$ cat src/rtl/rcsb_pkg.sv
`timescale 1ns / 1ps
// Shared constants, types and helper functions for the frame-to-packet packer.
package rcsb_pkg;

	// Input frame geometry
	localparam int FRAME_LENGTH    = 18;
	localparam int ACTIVE_CHANNELS = 6;
	localparam int NBYTES          = 2 * ACTIVE_CHANNELS;
	localparam int POS_W           = $clog2(FRAME_LENGTH);
	localparam int BIDX_W          = $clog2(NBYTES);
	localparam logic [POS_W-1:0] LAST_POS = POS_W'(FRAME_LENGTH - 1);
	localparam logic [POS_W-1:0] DATA_POS = POS_W'(2);

	localparam logic [7:0] HDR0 = 8'h55;
	localparam logic [7:0] HDR1 = 8'hFC;

	// Output packet geometry
	localparam int NCHAN      = 8;
	localparam int CH_BITS    = 11;
	localparam int CIDX_W     = $clog2(NCHAN);
	localparam int PACK_BITS  = NCHAN * CH_BITS;
	localparam int PACK_BYTES = PACK_BITS / 8;
	localparam int OUT_LEN    = 18;
	localparam int OCNT_W     = $clog2(OUT_LEN);
	localparam logic [OCNT_W-1:0] OUT_LAST = OCNT_W'(OUT_LEN - 1);
	localparam logic [OCNT_W-1:0] TAG_POS  = OCNT_W'(13);
	localparam logic [CIDX_W-1:0] CH_LAST  = CIDX_W'(NCHAN - 1);
	localparam logic [CIDX_W-1:0] FS_CHANNEL = CIDX_W'(2);

	// Channel conversion
	localparam logic [15:0] CH_LO      = 16'd1155;
	localparam logic [15:0] CH_HI      = 16'd1929;
	localparam logic [15:0] CH_NEUTRAL = 16'd1543;
	localparam logic [CH_BITS-1:0] SB_LO = CH_BITS'(173);
	localparam int D_W = 10;
	// (d * 1638) / 774 == (d * 91) / 43, done as d * ceil(91 * 2^22 / 43) >> 22;
	// exact for d up to 774 since the rounding error stays below 1/43.
	localparam int MUL_W       = 24;
	localparam int SCALE_SHIFT = 22;
	localparam logic [MUL_W-1:0] SCALE_MUL = MUL_W'(8876318);
	localparam int PROD_W = D_W + MUL_W;

	typedef struct packed {
		logic [ACTIVE_CHANNELS-1:0][15:0] words;
		logic                             failsafe;
	} job_t;

	// True when channel c carries data from the frame
	function automatic logic chan_present(input logic [CIDX_W-1:0] c);
		return (int'(c) < ACTIVE_CHANNELS) && (3 + 2 * int'(c) < FRAME_LENGTH);
	endfunction

	// Fixed bytes after the packed channel data
	function automatic logic [7:0] pkt_tail(input logic [OCNT_W-1:0] idx);
		logic [7:0] b;
		case (idx)
			TAG_POS:                b = 8'h48;
			TAG_POS + OCNT_W'(1):   b = 8'h45;
			TAG_POS + OCNT_W'(2):   b = 8'h4C;
			TAG_POS + OCNT_W'(3):   b = 8'h4F;
			default:                b = 8'h00;
		endcase
		return b;
	endfunction

endpackage

$ cat src/rtl/rcsb_if.sv
`timescale 1ns / 1ps
// Valid/ready channel interfaces for received bytes and packet bytes.
interface rcsb_in_if;
	logic       valid;
	logic       ready;
	logic [7:0] rx_byte;

	modport source (output valid, output rx_byte, input ready);
	modport sink (input valid, input rx_byte, output ready);
endinterface

interface rcsb_out_if;
	logic       valid;
	logic       ready;
	logic [7:0] out_byte;
	logic       last_byte;

	modport source (output valid, output out_byte, output last_byte, input ready);
	modport sink (input valid, input out_byte, input last_byte, output ready);
endinterface

$ cat src/rtl/rcsb_front.sv
`timescale 1ns / 1ps
// Header search and channel byte capture; pushes one job per complete frame.
module rcsb_front
	import rcsb_pkg::*;
(
	input  logic        clk,
	input  logic        arst_n,
	input  logic        failsafe,
	rcsb_in_if.sink     rx,
	output logic        job_valid,
	input  logic        job_ready,
	output job_t        job
);

	logic [POS_W-1:0]            pos_q;
	logic [NBYTES-1:0][7:0]      chan_q;
	logic [NBYTES-1:0][7:0]      chan_nxt;
	logic [POS_W-1:0]            off;
	logic [BIDX_W-1:0]           widx;
	logic                        wr;
	logic                        take;
	logic                        at_last;

	assign at_last  = (pos_q == LAST_POS);
	assign rx.ready = job_ready || !at_last;
	assign take     = rx.valid && rx.ready;
	assign off      = pos_q - DATA_POS;
	assign widx     = off[BIDX_W-1:0];
	assign wr       = (pos_q >= DATA_POS) && (int'(off) < NBYTES);

	always_comb begin
		for (int i = 0; i < NBYTES; i++) begin
			chan_nxt[i] = (wr && int'(widx) == i) ? rx.rx_byte : chan_q[i];
		end
		for (int c = 0; c < ACTIVE_CHANNELS; c++) begin
			job.words[c] = {chan_nxt[2*c], chan_nxt[2*c+1]};
		end
		job.failsafe = failsafe;
	end

	assign job_valid = take && at_last;

	always_ff @(posedge clk or negedge arst_n) begin
		if (!arst_n) begin
			pos_q <= '0;
		end else if (take) begin
			if (pos_q == '0 && rx.rx_byte != HDR0) begin
				pos_q <= '0;
			end else if (pos_q == POS_W'(1) && rx.rx_byte != HDR1) begin
				pos_q <= '0;
			end else if (at_last) begin
				pos_q <= '0;
			end else begin
				pos_q <= pos_q + POS_W'(1);
			end
		end
	end

	always_ff @(posedge clk) begin
		if (take && wr) begin
			chan_q[widx] <= rx.rx_byte;
		end
	end

endmodule

$ cat src/rtl/rcsb_fifo.sv
`timescale 1ns / 1ps
// Two-entry job queue between front and back.
module rcsb_fifo
	import rcsb_pkg::*;
(
	input  logic clk,
	input  logic arst_n,
	input  logic push_valid,
	output logic push_ready,
	input  job_t push_job,
	output logic pop_valid,
	input  logic pop_ready,
	output job_t pop_job
);

	job_t       mem_q [2];
	logic       wp_q;
	logic       rp_q;
	logic [1:0] cnt_q;
	logic       push;
	logic       pop;

	assign push_ready = (cnt_q != 2'd2);
	assign pop_valid  = (cnt_q != 2'd0);
	assign pop_job    = mem_q[rp_q];
	assign push       = push_valid && push_ready;
	assign pop        = pop_valid && pop_ready;

	always_ff @(posedge clk or negedge arst_n) begin
		if (!arst_n) begin
			wp_q  <= 1'b0;
			rp_q  <= 1'b0;
			cnt_q <= 2'd0;
		end else begin
			if (push) wp_q <= ~wp_q;
			if (pop) rp_q <= ~rp_q;
			if (push && !pop) begin
				cnt_q <= cnt_q + 2'd1;
			end else if (pop && !push) begin
				cnt_q <= cnt_q - 2'd1;
			end
		end
	end

	always_ff @(posedge clk) begin
		if (push) begin
			mem_q[wp_q] <= push_job;
		end
	end

endmodule

$ cat src/rtl/rcsb_back.sv
`timescale 1ns / 1ps
// Channel scaling (one channel per cycle), bit packing and packet byte output.
module rcsb_back
	import rcsb_pkg::*;
(
	input  logic        clk,
	input  logic        arst_n,
	input  logic        job_valid,
	output logic        job_ready,
	input  job_t        job,
	rcsb_out_if.source  tx
);

	// Scaler
	logic                             sc_busy_q;
	logic                             issuing_q;
	logic [CIDX_W-1:0]                cnt_q;
	logic                             fs_q;
	logic [ACTIVE_CHANNELS-1:0][15:0] ch_sh_q;
	logic                             valid_s1;
	logic [CIDX_W-1:0]                idx_s1;
	logic [PROD_W-1:0]                prod_s1;
	logic [PACK_BITS-1:0]             pack_q;
	logic                             pk_full_q;

	logic [15:0]        v_raw;
	logic [15:0]        v_cl;
	logic [D_W-1:0]     d;
	logic [CH_BITS-1:0] sc;
	logic               load_job;

	// Emitter
	logic                 em_busy_q;
	logic [PACK_BITS-1:0] em_sh_q;
	logic [OCNT_W-1:0]    ocnt_q;
	logic                 tx_take;
	logic                 em_free;
	logic                 em_load;

	assign job_ready = !sc_busy_q && !pk_full_q;
	assign load_job  = job_valid && job_ready;

	always_comb begin
		if (fs_q) begin
			v_raw = (cnt_q == FS_CHANNEL) ? CH_LO : CH_NEUTRAL;
		end else if (chan_present(cnt_q)) begin
			v_raw = ch_sh_q[0];
		end else begin
			v_raw = CH_NEUTRAL;
		end
		if (v_raw > CH_HI) begin
			v_cl = CH_HI;
		end else if (v_raw < CH_LO) begin
			v_cl = CH_LO;
		end else begin
			v_cl = v_raw;
		end
		d  = D_W'(v_cl - CH_LO);
		sc = prod_s1[SCALE_SHIFT +: CH_BITS] + SB_LO;
	end

	always_ff @(posedge clk or negedge arst_n) begin
		if (!arst_n) begin
			sc_busy_q <= 1'b0;
			issuing_q <= 1'b0;
			cnt_q     <= '0;
			valid_s1  <= 1'b0;
			pk_full_q <= 1'b0;
		end else begin
			if (load_job) begin
				sc_busy_q <= 1'b1;
				issuing_q <= 1'b1;
				cnt_q     <= '0;
			end else if (issuing_q) begin
				cnt_q <= cnt_q + CIDX_W'(1);
				if (cnt_q == CH_LAST) issuing_q <= 1'b0;
			end
			valid_s1 <= issuing_q;
			if (valid_s1 && idx_s1 == CH_LAST) begin
				sc_busy_q <= 1'b0;
				pk_full_q <= 1'b1;
			end else if (em_load) begin
				pk_full_q <= 1'b0;
			end
		end
	end

	always_ff @(posedge clk) begin
		if (load_job) begin
			ch_sh_q <= job.words;
			fs_q    <= job.failsafe;
		end else if (issuing_q) begin
			ch_sh_q <= ch_sh_q >> 16;
		end
		if (issuing_q) begin
			idx_s1  <= cnt_q;
			prod_s1 <= PROD_W'(d) * PROD_W'(SCALE_MUL);
		end
		// shift in from the top: channel 0 ends up in the low bits
		if (valid_s1) begin
			pack_q <= {sc, pack_q[PACK_BITS-1:CH_BITS]};
		end
	end

	// Emitter: one packet byte per cycle while tx.ready is high
	assign tx_take      = tx.valid && tx.ready;
	assign em_free      = !em_busy_q || (tx_take && ocnt_q == OUT_LAST);
	assign em_load      = pk_full_q && em_free;
	assign tx.valid     = em_busy_q;
	assign tx.last_byte = (ocnt_q == OUT_LAST);
	assign tx.out_byte  = (int'(ocnt_q) < PACK_BYTES) ? em_sh_q[7:0] : pkt_tail(ocnt_q);

	always_ff @(posedge clk or negedge arst_n) begin
		if (!arst_n) begin
			em_busy_q <= 1'b0;
			ocnt_q    <= '0;
		end else if (em_load) begin
			em_busy_q <= 1'b1;
			ocnt_q    <= '0;
		end else if (tx_take) begin
			if (ocnt_q == OUT_LAST) begin
				em_busy_q <= 1'b0;
			end else begin
				ocnt_q <= ocnt_q + OCNT_W'(1);
			end
		end
	end

	always_ff @(posedge clk) begin
		if (em_load) begin
			em_sh_q <= pack_q;
		end else if (tx_take) begin
			em_sh_q <= em_sh_q >> 8;
		end
	end

endmodule

$ cat src/rtl/rc_frame_to_sbus_packer.sv
`timescale 1ns / 1ps
// Top level: frame search, job queue and packet builder for 18-byte channel packets.
// Throughput: one byte per cycle in and out while neither side stalls; a packet is 18 bytes (byte emitter).
// Path: from the last byte of a frame to the first packet byte a job passes through the queue,
//   the channel scaler (one channel at a time, with one multiplier stage) and the emitter load.
// Reset: arst_n clears frame position, queue, scaler and emitter state and failsafe_mode.
//   Stored channel bytes are not cleared and no clearing pass runs.
module rc_frame_to_sbus_packer
	import rcsb_pkg::*;
(
	input  logic        clk,
	input  logic        arst_n,
	rcsb_in_if.sink     rx,
	rcsb_out_if.source  tx,
	input  logic        cfg_wr_en,
	input  logic        cfg_wr_data
);

	// failsafe_mode: swap all channels for fixed safe positions
	logic failsafe_q;

	// front -> queue
	logic fr_valid;
	logic fr_ready;
	job_t fr_job;

	// queue -> back
	logic bk_valid;
	logic bk_ready;
	job_t bk_job;

	always_ff @(posedge clk or negedge arst_n) begin
		if (!arst_n) begin
			failsafe_q <= 1'b0;
		end else if (cfg_wr_en) begin
			failsafe_q <= cfg_wr_data;
		end
	end

	// Front: hunt for the 0x55 0xFC header, capture channel bytes, push a job at frame end.
	// Only the final frame byte can stall, and only when the queue is full.
	rcsb_front u_front (
		.clk       (clk),
		.arst_n    (arst_n),
		.failsafe  (failsafe_q),
		.rx        (rx),
		.job_valid (fr_valid),
		.job_ready (fr_ready),
		.job       (fr_job)
	);

	// Queue: hold up to two complete frames so front and back stall independently.
	rcsb_fifo u_fifo (
		.clk        (clk),
		.arst_n     (arst_n),
		.push_valid (fr_valid),
		.push_ready (fr_ready),
		.push_job   (fr_job),
		.pop_valid  (bk_valid),
		.pop_ready  (bk_ready),
		.pop_job    (bk_job)
	);

	// Back: scale eight channels into a packed 88-bit word, then stream 18 bytes.
	// Scaling of the next frame overlaps output of the current packet.
	rcsb_back u_back (
		.clk       (clk),
		.arst_n    (arst_n),
		.job_valid (bk_valid),
		.job_ready (bk_ready),
		.job       (bk_job),
		.tx        (tx)
	);

endmodule
$ cat src/flat_wrapper.sv
// flat-port wrapper written by rule: the top's interface ports become plain ports
module rc_frame_to_sbus_packer_flat import rcsb_pkg::*;
  (clk, arst_n, cfg_wr_en, cfg_wr_data, rx_valid, rx_rx_byte, rx_ready, tx_valid, tx_out_byte, tx_last_byte, tx_ready);
  rcsb_in_if rx_i ();
  rcsb_out_if tx_i ();
  input  logic clk;
  input  logic arst_n;
  input  logic cfg_wr_en;
  input  logic cfg_wr_data;
  input wire logic [$bits(rx_i.valid)-1:0] rx_valid;
  input wire logic [$bits(rx_i.rx_byte)-1:0] rx_rx_byte;
  output wire logic [$bits(rx_i.ready)-1:0] rx_ready;
  output wire logic [$bits(tx_i.valid)-1:0] tx_valid;
  output wire logic [$bits(tx_i.out_byte)-1:0] tx_out_byte;
  output wire logic [$bits(tx_i.last_byte)-1:0] tx_last_byte;
  input wire logic [$bits(tx_i.ready)-1:0] tx_ready;
  assign rx_i.valid = rx_valid;
  assign rx_i.rx_byte = rx_rx_byte;
  assign rx_ready = rx_i.ready;
  assign tx_valid = tx_i.valid;
  assign tx_out_byte = tx_i.out_byte;
  assign tx_last_byte = tx_i.last_byte;
  assign tx_i.ready = tx_ready;
  rc_frame_to_sbus_packer u_core (.clk(clk), .arst_n(arst_n), .rx(rx_i), .tx(tx_i), .cfg_wr_en(cfg_wr_en), .cfg_wr_data(cfg_wr_data));
endmodule
$ cat config.mk
export PLATFORM = sky130hd
export DESIGN_NAME = rc_frame_to_sbus_packer_flat
export DESIGN_NICKNAME = d
export VERILOG_FILES = /design/src/rtl/rcsb_pkg.sv /design/src/rtl/rcsb_if.sv /design/src/rtl/rcsb_front.sv /design/src/rtl/rcsb_fifo.sv /design/src/rtl/rcsb_back.sv /design/src/rtl/rc_frame_to_sbus_packer.sv /design/src/flat_wrapper.sv
export SDC_FILE = /design/constraint.sdc
export NUM_CORES = 1
export LEC_CHECK = 0
export BUFFER_PORTS_ARGS = -buffer_cell sky130_fd_sc_hd__buf_4
export CORE_MARGIN = 2
export CORE_UTILIZATION = 57
export DETAILED_ROUTE_END_ITERATION = 6
export PLACE_DENSITY = 0.76
export SETUP_SLACK_MARGIN = 0.2
export SLEW_MARGIN = 20
export SYNTH_ARGS = -nofsm -noshare
export SYNTH_HDL_FRONTEND = slang
export SYNTH_HIERARCHICAL = 1
export SYNTH_SLANG_ARGS = --single-unit
$ cat constraint.sdc
create_clock -name clk -period 7.3 [get_ports clk]
set_input_delay 1.46 -clock clk [delete_from_list [all_inputs] [get_ports clk]]
set_output_delay 1.46 -clock clk [all_outputs]
set_load 0.02 [all_outputs]
; Word-level counts from Yosys, hierarchy flattened
; Memories as Yosys holds them, arrays and structs flattened.
; Cells that the tools add are included.
[word_totals]
ff_bits = 427
n_memories = 1
out_inout_bits = 11
word_cells = 178
inputBits = 14
mem_bits_rw = 194
[memory_table]
columns = name, words, word_bits, read_ports, rd_ports_with_merged_regs, write_ports, line
row1 = u_core.u_fifo.mem_q, 2, 97, 1, 0, 1, rcsb_fifo.sv:16  ; job_t mem_q [2];
[op_classes]
n_reduce_logical = 48
n_eq_ne = 25
muxes = 48
n_bitwise = 2
addsub = 9
n_mul = 1
magnitude_cmp = 9
[ops]
columns = operator, n
row1 = two-way mux 96 bit, 2
row2 = two-way mux 88 bit, 2
row3 = two-way mux 8 bit, 14
row4 = bitwise mux 96 bit, 1
row5 = demux 8 bit (select 4 bit), 1
row6 = "== test 4 bit, second input constant", 8
row7 = "multiplier 10 x 23 -> 32 bit, second input constant", 1
row8 = two-way mux 16 bit, 2
row9 = two-way mux 10 bit, 3
row10 = two-way mux 5 bit, 6
row11 = logical AND 1 bit, 29
row12 = case mux 7 bit (4 select lines), 1
row13 = "> comparator 16 x 11 -> 1 bit, second input constant", 1
row14 = "< comparator 16 x 11 -> 1 bit, second input constant", 1
row15 = "== test 5 x 4 -> 1 bit, second input constant", 3
row16 = "== test 5 bit, second input constant", 3
row17 = nonzero test 2 bit, 7
row18 = two-way mux 1 bit, 12
row19 = "adder 11 x 8 -> 11 bit, second input constant", 1
row20 = "adder 5 x 1 -> 5 bit, second input constant", 2
row21 = "< comparator 5 x 4 -> 1 bit, second input constant", 2
row22 = "subtractor 10 x 8 -> 10 bit, second input constant", 1
row23 = "== test 4 x 3 -> 1 bit, second input constant", 2
row24 = "inequality test 8 x 7 -> 1 bit, second input constant", 1
row25 = 25 further kinds, 36

; Depth between registers and ports, before layout
[depth]
depth_word = 10
depth_mapped = 33
depth_no_buf = 33

; Modules after synthesis
; The synthesis kept the hierarchy.
[modules_own_cells]
columns = module, cells_per_inst, area_each_um2, seq_area_each_um2, n_inst
row1 = rcsb_back, 987, 15087.0, 8943.6, 1
row2 = rcsb_fifo, 320, 7267.0, 5925.7, 1
row3 = rcsb_front, 290, 4789.6, 3007.9, 1
row4 = rc_frame_to_sbus_packer, 2, 40.0, 25.0, 1

; Worst setup path after synthesis
; No wires, ideal clock.
[synth_path]
kind = register to register
startpoint = reg u_core.u_back.cnt_q[0]
endpoint = reg u_core.u_back.prod_s1[32] (data pin)
required_ps = 7043
stages_incl_launch_ff = 32
n_path_buf = 0
synth_period_minus_slack_ps = 7893
setup_time_ps = 257
t_arrival_ps = 7636
path_slack_ps = -593
cell_sequence = dfrtp_1 inv_1 ha_1 nand3b_1 o21a_1 o21ai_0 or4b_2 o22ai_2 nand2b_1 or3_1 ha_1 or3_4 mux2i_1 o22ai_1 fa_1 inv_1 fa_1 inv_1 fa_1 inv_1 fa_1 inv_1 ha_1 ha_1 a21o_1 a21o_1 o21ai_0 a21oi_1 o221a_2 o41a_1 nor4_1 and4bb_2
[synth_via]
elab_chain_len = 10
elab_cells_between_ends = 14
cone_classes = add/sub (2) / mul (1) / order compare (4) / eq/ne (1) / mux (5) / reduce/logical (1)
[synth_rtl]
columns = element, line
row1 = "start, declared", rcsb_back.sv:17  ; logic [CIDX_W-1:0] cnt_q;
row2 = "start signal, assigned", rcsb_back.sv:75  ; cnt_q <= cnt_q + CIDX_W'(1);
row3 = adder 2 x 4 -> 5 bit, rcsb_pkg.sv:50  ; return (int'(c) < ACTIVE_CHANNELS) && (3 + 2 * int'(c) < FRAME_LENGTH);
row4 = < comparator 5 bit, rcsb_pkg.sv:50
row5 = logical AND 1 bit, rcsb_pkg.sv:50
row6 = two-way mux 16 bit, rcsb_back.sv:46  ; end else if (chan_present(cnt_q)) begin
row7 = two-way mux 16 bit *, rcsb_back.sv:44  ; if (fs_q) begin
row8 = < comparator 16 x 11 -> 1 bit, rcsb_back.sv:53  ; end else if (v_raw < CH_LO) begin
row9 = two-way mux 10 bit, rcsb_back.sv:53
row10 = two-way mux 10 bit *, rcsb_back.sv:51  ; if (v_raw > CH_HI) begin
row11 = subtractor 10 x 8 -> 10 bit *, rcsb_back.sv:58  ; d = D_W'(v_cl - CH_LO);
row12 = multiplier 10 x 23 -> 32 bit *, rcsb_back.sv:97  ; prod_s1 <= PROD_W'(d) * PROD_W'(SCALE_MUL);
row13 = "end signal, assigned", rcsb_back.sv:97
row14 = "end, declared", rcsb_back.sv:22  ; logic [PROD_W-1:0] prod_s1;
; Every way passes the cells marked *; elsewhere a longest branch is shown, timed or not.
; A chain may end at the register's enable or synchronous reset.

; Worst setup path after layout
; Same ends and word-level chain as after synthesis.

==> impl_metrics.csv <==
group,metric,value,unit
run_status,run_status,"finished with violations",
run_status,failed_checks,"setup timing",
yosys,synth_edf_count,577,
timing,final-max-slew-violation-count,0,
floorplanning,rows,80,
yosys,synth.most_common_cell,"edfxtp_1",
timing,setup_viol,2,
yosys,synth_top_area_cell,"edfxtp_1",
layout,finalNetCount,1887,
yosys,ys_ff_latch,600,
detailed_routing,vias,13352,
yosys,synthTopCellsByCount,"edfxtp_1, mux2_2, inv_1",
clock_tree,tritoncts,"built",
global_routing,grt_pass1_wl,75.98,mm
flow_run,cap_violations,0,
worst_setup_path,critical_path.most_common_cell,"fa_1",
layout,multiInputGateArea,8931,um^2
timing,final_hold_viol_count,0,
clock_tree,cts_root_buffer,"clkbuf_16",
clock_tree,clk_path_buf_depth,3,
detailed_routing,post_drt_wl_per_cell,19.97,um
detailed_routing,first_pass_iters,5,
timing,min_period,7.344,ns
layout,area_growth,12.59,%
global_routing,grt-ovfl-total,0,
floorplanning,io-pin-count,25,
detailed_routing,drc,0,
place,hpwl,29.21,mm
floorplanning,initial_core_util,0.5729,
worst_setup_path,required,7.63,ns
layout,diodes,0,
worst_setup_path,path_max_fanout,4,
yosys,async_flop_share,0.03833,
worst_hold_path,hold_path_class,"flip-flop to flip-flop",
clock_tree,postCtsHoldBufs,0,
yosys,avgSynthCellArea,17.00,um^2
place,place.gp.congestion,0.8572,
global_routing,grt_max_degree,89,
clock_tree,cts_buffers,58,
yosys,synth_area,27180,um^2
yosys,yosysWarnings,6,
detailed_routing,vias_per_cell,5.636,
worst_setup_path,worstSetupPathType,"flip-flop to flip-flop",
yosys,synth.area.top_cells,"edfxtp_1, mux2_2, ha_1, fa_1, dfrtp_1",
layout,seq_area,17910,um^2
clock_tree,insertion_delay,0.64,ns
global_routing,grtUsageTotal,0.1951,
detailed_routing,drtIter0Drc,856,
layout,post_route_cells_drive_above_1_share,0.3552,
yosys,synth_flop_cell,"edfxtp_1",
global_routing,grt_pass1_vias,14303,
layout,fin_area,30610,um^2
floorplanning,die_h,222.4,um
timing,fin_skew,0.06540,ns
timing,finalWorstSetupSlack,-0.04401,ns
floorplanning,core-area,47450,um^2
worst_setup_path,startpoint_type,"flip-flop",
clock_tree,clk_pin_slew,0.06,ns
timing,post-route-period-util,1.006,
timing,worst_pin_slew,1.086,ns
yosys,synth_cells,1599,
worst_hold_path,min_from,"u_core/u_back/pack_q[21]",
place,port_buffers,24,
clock_tree,htree_levels,2,
worst_setup_path,reg2reg_from,"u_core/u_back/cnt_q[0]",
worst_setup_path,cp_data_arrival_time,7.68,ns
yosys,synth_cell_types,71,
worst_hold_path,min_path_cells,0,
worst_setup_path,startpoint,"u_core/u_back/cnt_q[0]",
worst_setup_path,r2r_cells,28,
worst_setup_path,crit_path_end_kind,"flip-flop",
detailed_routing,wirelength,47.30,mm
timing,grt_setup_unrepaired,"true",
layout,fill_cells,3291,
timing,fmax,136.2,MHz
worst_setup_path,cpPeakStageDelay,0.51,ns
worst_setup_path,cp_slowest_cell,"fa_1",
worst_setup_path,r2r_setup_slack,-0.04,ns
detailed_routing,antenna_left,0,
place,dpl_cell_area,28590,um^2
yosys,synth_top_area_share,0.6374,
yosys,ys_seq_area_frac,0.6586,
global_routing,grt_antenna_before_repair,0,
timing,relSlewSlack,0.2761,
floorplanning,dieArea,49450,um^2
floorplanning,die_width,222.4,um
clock_tree,cts_num_sinks,600,
place,pre_cts_slack,-0.2425,ns
yosys,synth_nets,1778,
-- kinds of logic (layout without fill, tap and decap cells) --
logic type | Yosys count | after routing | synth area share
xor+xnor | 29 | 29 | 0.009344
buf+inv | 170 | 325 | 0.02541
compound gates | 96 | 96 | 0.02771
fa+ha+maj | 165 | 165 | 0.08975
mux | 358 | 358 | 0.1510
flops | 600 | 600 | 0.6586
simple gates | 181 | 181 | 0.03820
-- cell usage in the layout (no fill, tap or decap), drive strengths merged, types with 2 or more instances in the layout --
master / n
or4b: 2
o211ai: 3
fa: 50
nand3: 9
and2: 19
nand2: 36
or2: 8
bufinv: 3
inv: 123
nor3b: 2
a21o: 10
xor2: 11
mux2: 354
edfxtp: 577
nor2: 43
mux2i: 4
dfrtp: 23
a211oi: 9
a21boi: 3
clkinv: 25
nand4: 11
or3: 4
ha: 115
nor4: 3
o22ai: 5
and3: 17
clkbuf: 74
a21oi: 22
buf: 99
o21ai: 21
a2111oi: 2
nor2b: 6
xnor2: 18
o41a: 2
nand2b: 7
nor3: 4
o21a: 6
nand4b: 6
-- per-stage QoR --
step | TNS [ns] | std cells | hold slack [ns] | utilization
after floorplan | -0.1198 | 1599 | 0.4174 | -
after global placement | -0.09519 | 2256 | 0.4234 | 0.6026
after detailed placement | -0.4752 | 2256 | 0.4285 | 0.6026
after CTS | -0.1712 | 2362 | 0.4285 | 0.6415
after global routing | -1.035 | 2369 | 0.4320 | 0.6451
final | -0.06878 | 2369 | 0.4304 | 0.6451
-- area by class of cell --
cell class | instances | area share
clock buffer | 74 | 0.04938
clock inverter | 32 | 0.009239
inverter | 120 | 0.01472
multi-input combinational | 829 | 0.2918
sequential | 600 | 0.5852
tap | 615 | 0.02514
timing repair buffer | 99 | 0.02453
-- metal layers --
metal / part of all wire / global-route usage / up-vias
li1: - / - / 6221
met1: 0.43 / 0.2512 / 6859
met2: 0.52 / 0.3456 / 210
met3: 0.034 / 0.03015 / 62
met4: 0.019 / 0.05412 / 0
met5: 0 / 0 / -
-- what timing repair did --
action / 4_1_cts / 5_1_grt
pin swaps: 18 / 16
setup buffers: 0 / 7
setup endpoints to repair: 6 / 11
resized for setup: 16 / 25
-- state kept, by name, summed over array words and instances (netlist names) --
name,flops
u_core/u_back/valid_s1,1
u_core/u_back/pk_full_q,1
u_core/u_back/idx_s1,3
u_core/u_front/chan_q,96
u_core/u_back/em_sh_q,88
u_core/u_back/prod_s1,11
u_core/u_back/ocnt_q,5
u_core/u_fifo/wp_q,1
u_core/u_back/pack_q,88
u_core/u_back/issuing_q,1
u_core/u_back/tx.valid,1
u_core/u_front/pos_q,5
u_core/u_back/fs_q,1
u_core/u_back/sc_busy_q,1
u_core/failsafe_q,1
u_core/u_fifo/mem_q,194
u_core/u_fifo/cnt_q,2
u_core/u_fifo/rp_q,1
u_core/u_back/ch_sh_q,96
u_core/u_back/cnt_q,3
-- critical path, delay by kind of cell, from the launching register on --
family,cells,cell delay [ns]
adder cells (fa/ha/maj),8,2.72
AO/OA/AOI/OAI,10,2.02
AND/OR/NAND/NOR,7,1.62
flip-flops,1,0.38
buffers and inverters,3,0.28
-- final timing paths --
kind / to
worst max-delay path: u_core/u_back/prod_s1[32]
worst min-delay path: u_core/u_back/pack_q[10]
worst max register to register: u_core/u_back/prod_s1[32]
worst min register to register: u_core/u_back/pack_q[10]
max in group asynchronous: u_core/u_back/valid_s1
min in group asynchronous: u_core/u_front/pos_q[1]
Power is left out: the tool's default activity adds up to more than one toggle a clock period on the data nets, which glitch-free logic cannot reach.
